$ cat config.mk
export PLATFORM = sky130hd
export DESIGN_NAME = lcg48_bounded_random_top_flat
export DESIGN_NICKNAME = d
export VERILOG_FILES = /design/src/rtl/lbr_pkg.sv /design/src/rtl/lbr_req_if.sv /design/src/rtl/lbr_rsp_if.sv /design/src/rtl/lcg48_bounded_random_top.sv /design/src/flat_wrapper.sv
export SDC_FILE = /design/constraint.sdc
export NUM_CORES = 1
export LEC_CHECK = 0
export ABC_CLOCK_PERIOD_IN_PS = 10000
export BUFFER_PORTS_ARGS = -buffer_cell sky130_fd_sc_hd__buf_2
export CORE_ASPECT_RATIO = 1.5
export CORE_MARGIN = 2
export CORE_UTILIZATION = 40
export DETAILED_ROUTE_END_ITERATION = 16
export GPL_TIMING_DRIVEN = 0
export RECOVER_POWER = 25
export SLEW_MARGIN = 20
export SYNTH_ARGS = -nofsm -noshare
export SYNTH_HDL_FRONTEND = slang
export SYNTH_SLANG_ARGS = --single-unit
$ cat constraint.sdc
create_clock -name clock -period 10 [get_ports clock]
set_clock_uncertainty 0.1 [all_clocks]
set_input_delay 2 -clock clock [delete_from_list [all_inputs] [get_ports clock]]
set_output_delay 2 -clock clock [all_outputs]
set_load 0.1 [all_outputs]
$ cat src/rtl/lbr_pkg.sv
`timescale 1ns / 1ps
// Shared types and constants of the 48-bit LCG bounded random source.
package lbr_pkg;

   localparam int STATE_W = 48;
   localparam int MUL_W   = 35;
   localparam int DRAW_W  = 31;
   localparam int VALUE_W = 32;
   localparam int SEED_W  = 64;
   localparam int BITS_W  = 6;
   localparam int MODE_W  = 2;
   localparam int CNT_W   = 6;

   localparam logic [STATE_W-1:0] LCG_MUL = 48'h0005_DEEC_E66D;
   localparam logic [STATE_W-1:0] LCG_ADD = 48'h0000_0000_000B;

   typedef enum logic [MODE_W-1:0] {
      MODE_RESEED  = 2'd0,
      MODE_RAW     = 2'd1,
      MODE_BOUNDED = 2'd2
   } mode_type;

   typedef enum logic [2:0] {
      ST_IDLE,
      ST_MUL,
      ST_POST,
      ST_SHIFT,
      ST_DIV,
      ST_CHECK,
      ST_RESULT
   } state_type;

endpackage

$ cat src/rtl/lbr_req_if.sv
`timescale 1ns / 1ps
// Request channel: mode, seed and draw parameters.
interface lbr_req_if;
   logic                                valid;
   logic                                ready;
   logic [lbr_pkg::MODE_W-1:0]          mode;
   logic signed [lbr_pkg::SEED_W-1:0]   seed_in;
   logic [lbr_pkg::BITS_W-1:0]          bits_wanted;
   logic signed [lbr_pkg::VALUE_W-1:0]  bound;

   modport source(output valid, mode, seed_in, bits_wanted, bound, input ready);
   modport sink(input valid, mode, seed_in, bits_wanted, bound, output ready);
endinterface

$ cat src/rtl/lbr_rsp_if.sv
`timescale 1ns / 1ps
// Response channel: drawn value and bad bound flag.
interface lbr_rsp_if;
   logic                                valid;
   logic                                ready;
   logic signed [lbr_pkg::VALUE_W-1:0]  value;
   logic                                bad_bound;

   modport source(output valid, value, bad_bound, input ready);
   modport sink(input valid, value, bad_bound, output ready);
endinterface

$ cat src/rtl/lcg48_bounded_random_top.sv
`timescale 1ns / 1ps
// Top level of the 48-bit LCG random source with raw and bounded draws.
// One request is worked on at a time. A reseed returns nothing. A raw draw steps the generator
// with a shift-add multiplier that handles one multiplier bit per cycle, takes the top bits in
// the post state and passes them through the result state to the output register. A bounded
// draw adds a restoring divider that takes one dividend bit per cycle plus a rejection check;
// a rejected attempt repeats the whole step. A power-of-two bound replaces the divider and
// check with a right shift of one bit per cycle. A bound of zero or less goes from the request
// straight to the result state and is presented from the output register with bad_bound set.
// The finished result sits in an output register, so a new request is taken while it waits;
// a second finished result waits for that register and holds off the input until it frees.
module lcg48_bounded_random_top (
   input  logic       clock,
   input  logic       reset,
   lbr_req_if.sink    req_ch,
   lbr_rsp_if.source  rsp_ch
);

   lbr_pkg::state_type                 state_ff, state_in;
   lbr_pkg::mode_type                  mode_ff, mode_in;
   logic [lbr_pkg::STATE_W-1:0]        lcg_ff, lcg_in;
   logic [lbr_pkg::STATE_W-1:0]        acc_ff, acc_in;
   logic [lbr_pkg::STATE_W-1:0]        mcand_ff, mcand_in;
   logic [lbr_pkg::CNT_W-1:0]          cnt_ff, cnt_in;
   logic [lbr_pkg::BITS_W-1:0]         bits_ff, bits_in;
   logic [lbr_pkg::VALUE_W-1:0]        bound_ff, bound_in;
   logic [lbr_pkg::DRAW_W-1:0]         dsh_ff, dsh_in;
   logic [lbr_pkg::DRAW_W-1:0]         rem_ff, rem_in;
   logic [lbr_pkg::VALUE_W-1:0]        pw_ff, pw_in;
   logic [lbr_pkg::VALUE_W-1:0]        res_value_ff, res_value_in;
   logic                               res_bad_ff, res_bad_in;
   logic [lbr_pkg::VALUE_W-1:0]        value_ff, value_in;
   logic                               bad_ff, bad_in;
   logic                               rsp_valid_ff, rsp_valid_in;

   logic                               req_xfer;
   logic                               out_free;
   logic                               req_bad;
   logic                               mul_last;
   logic                               div_last;
   logic                               pow2;
   logic                               reject;
   logic [lbr_pkg::STATE_W-1:0]        mul_sum;
   logic [lbr_pkg::VALUE_W-1:0]        rem_trial;
   logic [lbr_pkg::VALUE_W-1:0]        check_sum;
   logic [lbr_pkg::BITS_W-1:0]         bits_sat;
   logic [lbr_pkg::BITS_W-1:0]         raw_shift;
   logic [lbr_pkg::VALUE_W-1:0]        raw_value;

   assign req_ch.ready = (state_ff == lbr_pkg::ST_IDLE);
   assign req_xfer     = req_ch.valid && req_ch.ready;
   assign out_free     = !rsp_valid_ff || rsp_ch.ready;
   assign req_bad      = (req_ch.bound == '0) || req_ch.bound[lbr_pkg::VALUE_W-1];

   assign mul_last = (cnt_ff == lbr_pkg::CNT_W'(lbr_pkg::MUL_W - 1));
   assign div_last = (cnt_ff == lbr_pkg::CNT_W'(lbr_pkg::DRAW_W - 1));
   assign mul_sum  = acc_ff + (lbr_pkg::LCG_MUL[cnt_ff] ? mcand_ff : '0);
   assign pow2     = ((bound_ff & (bound_ff - 1'b1)) == '0);

   assign rem_trial = {1'b0, rem_ff} << 1 | lbr_pkg::VALUE_W'(dsh_ff[lbr_pkg::DRAW_W-1]);
   assign check_sum = {1'b0, dsh_ff} - {1'b0, rem_ff} + (bound_ff - 1'b1);
   assign reject    = check_sum[lbr_pkg::VALUE_W-1];

   // top bits of the state, saturated to 32
   assign bits_sat  = (bits_ff > lbr_pkg::BITS_W'(lbr_pkg::VALUE_W)) ?
                      lbr_pkg::BITS_W'(lbr_pkg::VALUE_W) : bits_ff;
   assign raw_shift = lbr_pkg::BITS_W'(lbr_pkg::VALUE_W) - bits_sat;
   assign raw_value = (bits_ff == '0) ? '0 :
                      lcg_ff[lbr_pkg::STATE_W-1 -: lbr_pkg::VALUE_W] >> raw_shift;

   always_comb begin
      state_in = state_ff;
      case (state_ff)
         lbr_pkg::ST_IDLE: begin
            if (req_xfer) begin
               case (lbr_pkg::mode_type'(req_ch.mode))
                  lbr_pkg::MODE_RAW:     state_in = lbr_pkg::ST_MUL;
                  lbr_pkg::MODE_BOUNDED: state_in = req_bad ? lbr_pkg::ST_RESULT
                                                            : lbr_pkg::ST_MUL;
                  default:               state_in = lbr_pkg::ST_IDLE;
               endcase
            end
         end
         lbr_pkg::ST_MUL: begin
            if (mul_last) state_in = lbr_pkg::ST_POST;
         end
         lbr_pkg::ST_POST: begin
            if (mode_ff == lbr_pkg::MODE_RAW) state_in = lbr_pkg::ST_RESULT;
            else if (pow2)                    state_in = lbr_pkg::ST_SHIFT;
            else                              state_in = lbr_pkg::ST_DIV;
         end
         lbr_pkg::ST_SHIFT: begin
            if (pw_ff[lbr_pkg::VALUE_W-1]) state_in = lbr_pkg::ST_RESULT;
         end
         lbr_pkg::ST_DIV: begin
            if (div_last) state_in = lbr_pkg::ST_CHECK;
         end
         lbr_pkg::ST_CHECK: begin
            state_in = reject ? lbr_pkg::ST_MUL : lbr_pkg::ST_RESULT;
         end
         lbr_pkg::ST_RESULT: begin
            if (out_free) state_in = lbr_pkg::ST_IDLE;
         end
         default: state_in = lbr_pkg::ST_IDLE;
      endcase
   end

   always_comb begin
      mode_in      = mode_ff;
      lcg_in       = lcg_ff;
      acc_in       = acc_ff;
      mcand_in     = mcand_ff;
      cnt_in       = cnt_ff;
      bits_in      = bits_ff;
      bound_in     = bound_ff;
      dsh_in       = dsh_ff;
      rem_in       = rem_ff;
      pw_in        = pw_ff;
      res_value_in = res_value_ff;
      res_bad_in   = res_bad_ff;
      value_in     = value_ff;
      bad_in       = bad_ff;
      rsp_valid_in = rsp_valid_ff;
      if (rsp_ch.ready) rsp_valid_in = 1'b0;

      case (state_ff)
         lbr_pkg::ST_IDLE: begin
            if (req_xfer) begin
               mode_in      = lbr_pkg::mode_type'(req_ch.mode);
               bits_in      = req_ch.bits_wanted;
               bound_in     = req_ch.bound;
               acc_in       = lbr_pkg::LCG_ADD;
               mcand_in     = lcg_ff;
               cnt_in       = '0;
               res_value_in = '0;
               res_bad_in   = 1'b1;
               if (lbr_pkg::mode_type'(req_ch.mode) == lbr_pkg::MODE_RESEED) begin
                  lcg_in = req_ch.seed_in[lbr_pkg::STATE_W-1:0] ^ lbr_pkg::LCG_MUL;
               end
            end
         end
         lbr_pkg::ST_MUL: begin
            acc_in   = mul_sum;
            mcand_in = mcand_ff << 1;
            cnt_in   = cnt_ff + 1'b1;
            if (mul_last) lcg_in = mul_sum;
         end
         lbr_pkg::ST_POST: begin
            res_bad_in   = 1'b0;
            res_value_in = raw_value;
            dsh_in       = lcg_ff[lbr_pkg::STATE_W-1 -: lbr_pkg::DRAW_W];
            rem_in       = '0;
            cnt_in       = '0;
            pw_in        = bound_ff;
         end
         lbr_pkg::ST_SHIFT: begin
            if (pw_ff[lbr_pkg::VALUE_W-1]) begin
               res_value_in = {1'b0, dsh_ff};
            end else begin
               dsh_in = dsh_ff >> 1;
               pw_in  = pw_ff << 1;
            end
         end
         lbr_pkg::ST_DIV: begin
            // restoring step; dividend rotates back to the draw after 31 steps
            if (rem_trial >= bound_ff) begin
               rem_in = lbr_pkg::DRAW_W'(rem_trial - bound_ff);
            end else begin
               rem_in = rem_trial[lbr_pkg::DRAW_W-1:0];
            end
            dsh_in = {dsh_ff[lbr_pkg::DRAW_W-2:0], dsh_ff[lbr_pkg::DRAW_W-1]};
            cnt_in = cnt_ff + 1'b1;
         end
         lbr_pkg::ST_CHECK: begin
            if (reject) begin
               acc_in   = lbr_pkg::LCG_ADD;
               mcand_in = lcg_ff;
               cnt_in   = '0;
            end else begin
               res_value_in = {1'b0, rem_ff};
            end
         end
         lbr_pkg::ST_RESULT: begin
            if (out_free) begin
               value_in     = res_value_ff;
               bad_in       = res_bad_ff;
               rsp_valid_in = 1'b1;
            end
         end
         default: ;
      endcase
   end

   always_ff @(posedge clock) begin
      if (reset) begin
         state_ff     <= lbr_pkg::ST_IDLE;
         rsp_valid_ff <= 1'b0;
         lcg_ff       <= lbr_pkg::LCG_MUL;
      end else begin
         state_ff     <= state_in;
         rsp_valid_ff <= rsp_valid_in;
         lcg_ff       <= lcg_in;
      end
   end

   always_ff @(posedge clock) begin
      mode_ff      <= mode_in;
      acc_ff       <= acc_in;
      mcand_ff     <= mcand_in;
      cnt_ff       <= cnt_in;
      bits_ff      <= bits_in;
      bound_ff     <= bound_in;
      dsh_ff       <= dsh_in;
      rem_ff       <= rem_in;
      pw_ff        <= pw_in;
      res_value_ff <= res_value_in;
      res_bad_ff   <= res_bad_in;
      value_ff     <= value_in;
      bad_ff       <= bad_in;
   end

   assign rsp_ch.valid     = rsp_valid_ff;
   assign rsp_ch.value     = value_ff;
   assign rsp_ch.bad_bound = bad_ff;

endmodule

$ cat src/flat_wrapper.sv
// flat-port wrapper written by rule: the top's interface ports become plain ports
module lcg48_bounded_random_top_flat 
  (clock, reset, req_ch_valid, req_ch_mode, req_ch_seed_in, req_ch_bits_wanted, req_ch_bound, req_ch_ready, rsp_ch_valid, rsp_ch_value, rsp_ch_bad_bound, rsp_ch_ready);
  lbr_req_if req_ch_i ();
  lbr_rsp_if rsp_ch_i ();
  input  logic clock;
  input  logic reset;
  input wire logic [$bits(req_ch_i.valid)-1:0] req_ch_valid;
  input wire logic [$bits(req_ch_i.mode)-1:0] req_ch_mode;
  input wire logic [$bits(req_ch_i.seed_in)-1:0] req_ch_seed_in;
  input wire logic [$bits(req_ch_i.bits_wanted)-1:0] req_ch_bits_wanted;
  input wire logic [$bits(req_ch_i.bound)-1:0] req_ch_bound;
  output wire logic [$bits(req_ch_i.ready)-1:0] req_ch_ready;
  output wire logic [$bits(rsp_ch_i.valid)-1:0] rsp_ch_valid;
  output wire logic [$bits(rsp_ch_i.value)-1:0] rsp_ch_value;
  output wire logic [$bits(rsp_ch_i.bad_bound)-1:0] rsp_ch_bad_bound;
  input wire logic [$bits(rsp_ch_i.ready)-1:0] rsp_ch_ready;
  assign req_ch_i.valid = req_ch_valid;
  assign req_ch_i.mode = req_ch_mode;
  assign req_ch_i.seed_in = req_ch_seed_in;
  assign req_ch_i.bits_wanted = req_ch_bits_wanted;
  assign req_ch_i.bound = req_ch_bound;
  assign req_ch_ready = req_ch_i.ready;
  assign rsp_ch_valid = rsp_ch_i.valid;
  assign rsp_ch_value = rsp_ch_i.value;
  assign rsp_ch_bad_bound = rsp_ch_i.bad_bound;
  assign rsp_ch_i.ready = rsp_ch_ready;
  lcg48_bounded_random_top u_core (.clock(clock), .reset(reset), .req_ch(req_ch_i), .rsp_ch(rsp_ch_i));
endmodule
-- Word-level counts from Yosys, hierarchy flattened
Memories as Yosys holds them, arrays and structs flattened. A register that Yosys moved wholly into a read port is not among the register bits.
Index checks and enable logic that the tools add are counted.
- multiply operators: 0
- divide/modulo/power cells: 0
- reductions and logical operators: 28
- $add $sub $neg: 7
- bitwise logic cells: 3
- shift operators: 1
- equal/unequal tests: 20
- order comparisons: 3
- multiplexer cells: 44
- operators with widths (operator ; count):
    48-bit 2-to-1 mux ; 8
    48-bit case mux with 3 select lines ; 2
    32-bit 2-to-1 mux ; 5
    32-bit case mux with 4 select lines ; 1
    48-bit case mux with 2 select lines ; 1
    31-bit case mux with 3 select lines ; 1
    32-bit zero test ; 2
    32-bit case mux with 2 select lines ; 1
    31-bit 2-to-1 mux ; 2
    31-bit case mux with 2 select lines ; 1
    48-bit adder ; 1
    32-bit adder ; 1
    32-bit bitwise AND ; 1
    32-bit >= comparator ; 1
    32-bit by 1-bit OR with 32-bit output ; 1
    32-bit by 6-bit right shift with 32-bit output ; 1
    31-bit by 31-bit subtractor with 32-bit output ; 1
    32-bit by 1-bit subtractor with 32-bit output (second input constant) ; 1
    31-bit subtractor ; 1
    3-bit 2-to-1 mux ; 9
    6-bit 2-to-1 mux ; 4
    6-bit case mux with 4 select lines ; 1
    23-bit inverter ; 1
    3-bit case mux with 7 select lines ; 1
    30 further kinds ; 57
- input port bits: 108
- memories kept: 1
- flip-flop bits (word level): 354
- bits in writable memories: 0
- output and inout port bits: 35
- memory bits (read-only): 64
- latch bits: 0
- memories (memory ; depth ; bits a word ; read ports ; clocked after Yosys merged registers in ; write ports ; RTL line ; text):
    (name not given) ; 64 ; 1 ; 1 ; 1 ; 0 ; lcg48_bounded_random_top.sv:57 ; assign mul_sum = acc_ff + (lbr_pkg::LCG_MUL[cnt_ff] ? mcand_ff : '0);

-- Longest topological paths before layout
- depth after elaboration: 6
- mapped depth: 25
- mapped depth without buffers: 24

-- Least setup slack after synthesis
Ideal clock, no wire load.
- path type: register to register
- start: register u_core.bound_ff[1] in the netlist's numbering
- end: register u_core.acc_ff[0] in the netlist's numbering, enable pin
- required time: 9.347 ns
- arrival: 8.351 ns
- library setup time: 0.553 ns
- stages on the path, launching flop included: 21
- setup slack: 0.996 ns
- path through: edfxtp_1 inv_1 nand3_1 or3_1 or3_1 nand2b_1 nor2b_1 clkbuf_1 inv_1 or4_1 ha_1 fa_1 inv_1 ha_1 nand2_1 nor4_1 o211ai_1 o221ai_2 xnor2_2 o22a_1 nor2_1
- longest elaborated chain between the ends: 4
- RTL lines (what ; RTL line ; text):
    start: declaration ; lcg48_bounded_random_top.sv:26 ; logic [lbr_pkg::VALUE_W-1:0] bound_ff, bound_in;
    start signal: assignment ; lcg48_bounded_random_top.sv:212 ; bound_ff <= bound_in;
    32-bit by 1-bit subtractor with 32-bit output ; lcg48_bounded_random_top.sv:61 ; assign check_sum = {1'b0, dsh_ff} - {1'b0, rem_ff} + (bound_ff - 1'b1);
    32-bit adder ; lcg48_bounded_random_top.sv:61 ;
    2-bit by 1-bit != test with 1-bit output (no line) ; -- ;
    3-bit AND reduction (no line) ; -- ;
    end signal: assignment ; lcg48_bounded_random_top.sv:208 ; acc_ff <= acc_in;
    end: declaration ; lcg48_bounded_random_top.sv:22 ; logic [lbr_pkg::STATE_W-1:0] acc_ff, acc_in;
No other way between the ends.
A chain may end at the register's enable or synchronous reset.

-- Worst setup path in the final report
- start: register u_core.bound_ff[0] in the netlist's numbering
- end: register u_core.mcand_ff[16] in the netlist's numbering, enable pin
- longest elaborated chain between the ends: 4
- RTL lines (what ; RTL line ; text):
    32-bit by 1-bit subtractor with 32-bit output ; lcg48_bounded_random_top.sv:61 ;
    32-bit adder ; lcg48_bounded_random_top.sv:61 ;
    2-bit by 1-bit != test with 1-bit output (no line) ; -- ;
    3-bit AND reduction (no line) ; -- ;
    end signal: assignment ; lcg48_bounded_random_top.sv:209 ; mcand_ff <= mcand_in;
    end: declaration ; lcg48_bounded_random_top.sv:23 ; logic [lbr_pkg::STATE_W-1:0] mcand_ff, mcand_in;
No other way between the ends.

==> results by group <==
Status
  – Status: finished with violations
  – Failing checks: max-capacitance violations, max-slew violations

Floorplanning
  – Die width: 199 um
  – Die extent in y: 297 um
  – Initial core utilization: 0.403
  – Ports: 143
  – Core area: 56600 um^2
  – Full die area: 59100 um^2
  – Site Rows: 107

Cells and area
  – # fillers: 5434
  – Fin area: 25900 um^2
  – Share of cells above drive strength 1: 0.0836
  – Area Growth Syn to Fin: 13.2%
  – Final core occ: 0.457
  – Register Area: 10100 um^2
  – Final cell count without fillers: 3323
  – Number of diodes: 0
  – Multi-input logic area: 11700 um^2
  – Nets: 2820

Placement
  – Detail Placement HPWL: 61500 um
  – I/O Buffers: 125
  – Placed cells: 3251
  – Placed Area: 24600 um^2
  – Placer Congestion: 0.979

Clock tree
  – CTS H-tree depth: 2
  – TritonCTS Sinks: 355
  – Max clock buf depth: 3
  – Post CTS Setup Buffer Count: 0
  – # hold bufs at CTS: 0
  – CTS tree: built
  – Clock Pin Slew Worst Setup and Hold Paths: 0.06 ns
  – CTS resizes: 0
  – Worst-Skew Late Latency: 0.57 ns
  – CTS buffer count: 40
  – Root Driver: clkbuf_16

Timing
  – Final worst path period share: 0.722
  – Max Slew Vio Count: 31
  – Max-slew headroom: -0.135
  – F_max: 0.138 GHz
  – Fin Hold WS: 0.313 ns
  – Unrepaired setup endpoints after global routing: no
  – Setup Viol. Count Final: 0
  – Worst slew pin tran: 1.70 ns
  – Tmin final: 7.22 ns
  – Final Hold Viols: 0

Logic synthesis
  – Syn nets: 2646
  – Synth unique cells: 85
  – Sequential fraction of the synthesis area: 0.443
  – Synth Flop Type: edfxtp_1
  – Post-Syn Area: 22800 um^2
  – Synth top area share: 0.397
  – Seq cells post-synth: 355
  – Synth Instances: 2356
  – Post-synth EDFFs: 302
  – Area contributors post-synth: edfxtp_1, ha_1, nand2_1
  – Syn avg cell area: 9.70 um^2
  – Post-synth top area cell: edfxtp_1
  – Async set-reset flop share out of synthesis: 0
  – Synth warnings: 0

Pwr
  – Tot Pwr: 9.67 mW
  – Switching Share: 0.464
  – Power share of the clock group: 0.156
  – Sequential power share: 0.288
  – P_sw: 4.49 mW
  – Cell area power density: 374 nW/um^2
  – Logic pwr share: 0.556
  – VDD IR-drop max: 228 uV
  – Internal power: 5.19 mW
  – Static leakage: 10.4 nW

Global route
  – Antenna violations before repair: 1
  – Largest net degree at the start of global routing: 33
  – Total GRT Usage: 0.259
  – Global-route wire length before repair: 113000 um
  – Vias in the first global route: 19200
  – Overflow after GRT: 0

Worst setup path
  – End of the critical path: u_core.mcand_ff[16]
  – Reg2reg setup slack: 2.78 ns
  – Crit. Startpoint: u_core.bound_ff[0]
  – CP arrival: 7.39 ns
  – Worst Path Required: 10.17 ns
  – Crit Path Max Fanout: 26
  – Critical Path Source Type: flop
  – Worst R2R Path Depth: 22
  – Reg-to-reg endpoint: u_core.mcand_ff[16]
  – Reg2reg start: u_core.bound_ff[0]
  – Critical path type: flop to flop
  – Crit path capture type: flop

Route
  – Detailed Route Iter0 Violations: 1290
  – Post-route DRC: 0
  – DRT antenna net count: 0
  – DR vias: 18700
  – Routed WL: 76700 um
  – First-pass DRT Iterations: 5
  – Routed wire per std cell: 23.1 um
  – Drt via density: 5.64

Min path
  – Worst min path class: flop to flop

Flow run
  – Number of max-cap violations: 1
==> layout by cell type (no fill, tap or decap), drive strengths merged, types with 7 or more instances in the layout <==
cell type	synthesis	final
a21oi	154	154
a21boi	7	7
nor2b	14	14
nor4	23	23
fa	32	32
nand3	45	45
a22oi	28	28
nand2b	17	17
o211ai	14	14
xnor2	43	43
a31oi	14	14
clkinv	1	10
nand4	21	21
clkinvlp	0	7
clkbuf	93	170
a222oi	12	12
edfxtp	302	302
inv	156	158
nor3	36	36
and2	61	61
nor2	193	193
o21bai	28	28
a221o	17	17
mux2i	82	82
o31ai	7	7
and3	22	22
o21ai	120	120
dfxtp	53	53
a2111oi	9	9
xor2	30	30
nand3b	35	35
buf	20	125
a211oi	40	40
ha	150	150
nand2	329	329
a21o	43	43
o21a	9	9
or3	17	17
o221ai	12	12
==> power groups by stage <==
stage | logic [mW] | registers, mW | clock network (mW)
finish | 5.38 | 2.78 | 1.51
global placement | 5.13 | 2.88 | 0
detailed placement | 5.32 | 2.80 | 0
global route | 5.91 | 2.84 | 1.59
floorplan | 3.79 | 2.70 | 0
CTS | 5.35 | 2.78 | 1.54
==> worst min path at each step <==
| stage | from | endpoint | slack [ns] | cells after the start |
|---|---|---|---|---|
| 2_1_floorplan | u_core.res_bad_ff | u_core.rsp_ch.bad_bound | 0.30 | 0 |
| 3_3_place_gp | u_core.res_bad_ff | u_core.rsp_ch.bad_bound | 0.30 | 0 |
| 3_5_place_dp | u_core.res_value_ff[9] | u_core.rsp_ch.value[9] | 0.30 | 0 |
| 4_1_cts | u_core.res_value_ff[6] | u_core.rsp_ch.value[6] | 0.32 | 0 |
| 5_1_grt | u_core.res_value_ff[30] | u_core.rsp_ch.value[30] | 0.33 | 0 |
| 6_report | u_core.res_value_ff[6] | u_core.rsp_ch.value[6] | 0.31 | 0 |
==> cells by family (layout without fill, tap and decap cells) <==
family,count (synthesis),after routing,synth area share
adders and majority gates,182,182,0.110
and+or+nand+nor,826,826,0.168
DFF,355,355,0.443
muxes,87,87,0.0394
buffers and inverters,270,474,0.0458
xor gates and xnor gates,73,73,0.0283
AOI/OAI and AO/OA,563,563,0.165
==> cell usage after synthesis, types with 30 or more instances <==
cell / n
ha_1: 150
inv_1: 156
dfxtp_1: 53
xor2_1: 30
a211oi_1: 37
mux2i_1: 82
nand3b_1: 35
clkbuf_1: 93
nand2_1: 329
nor2_1: 193
edfxtp_1: 302
a21oi_1: 153
o21ai_0: 115
nor3_1: 35
xnor2_1: 42
and2_1: 60
nand3_1: 44
fa_1: 32
a21o_1: 43
==> layout make-up <==
| class | count | area share |
|---|---|---|
| buffer | 113 | 0.0177 |
| multi-input combinational | 1731 | 0.452 |
| inverter | 157 | 0.0228 |
| tap | 763 | 0.0369 |
| clock buffer | 50 | 0.0417 |
| sequential | 355 | 0.392 |
| timing repair buffer | 132 | 0.0277 |
| clock inverter | 22 | 0.00914 |
==> flip-flops by register name, indices dropped and copies added (netlist names), named ones only <==
name,flops
u_core.rsp_ch.value,32
u_core.acc_ff,48
u_core.mcand_ff,48
u_core.dsh_ff,31
u_core.bound_ff,32
u_core.res_bad_ff,1
u_core.pw_ff,32
u_core.state_ff,3
u_core.rsp_ch.valid,1
u_core.rsp_ch.bad_bound,1
u_core.lcg_ff,48
u_core.rem_ff,31
u_core.mode_ff,2
u_core.res_value_ff,32
u_core.cnt_ff,6
u_core.bits_ff,6
==> metal layers <==
layer	wire [um]	global-route usage	share of wire	up-vias
met1	27200	0.264	0.36	9023
met2	40600	0.495	0.53	601
li1	-	-	-	8920
met5	0	0	0	-
met3	3140	0.0276	0.041	205
met4	5670	0.170	0.074	0
==> metrics by stage <==
stage / TNS [ns] / setup WS [ns]
floorplan: 0 / 0.996
global placement: -227.12 / -2.38
detailed placement: 0 / 2.71
CTS: 0 / 2.70
global route: 0 / 2.45
finish: 0 / 2.78
==> worst max-delay path, stage by stage, from the launching register on <==
cell and delay (ns):
edfxtp_1 0.47, inv_1 0.13, nand3_1 0.11, or3_1 0.35
or3_1 0.40, nand2b_1 0.21, nor2b_1 0.18, clkbuf_1 0.34
inv_1 0.10, or4_1 0.43, ha_1 0.35, fa_1 0.50
inv_1 0.05, ha_1 0.28, nand2_1 0.08, nor4_1 0.59
o211ai_1 0.32, o221ai_2 0.31, xnor2_2 0.18, o22a_1 0.27
nor2_4 0.62, buf_12 0.28, buf_12 0.21
Power figures use the tool's default switching activity.
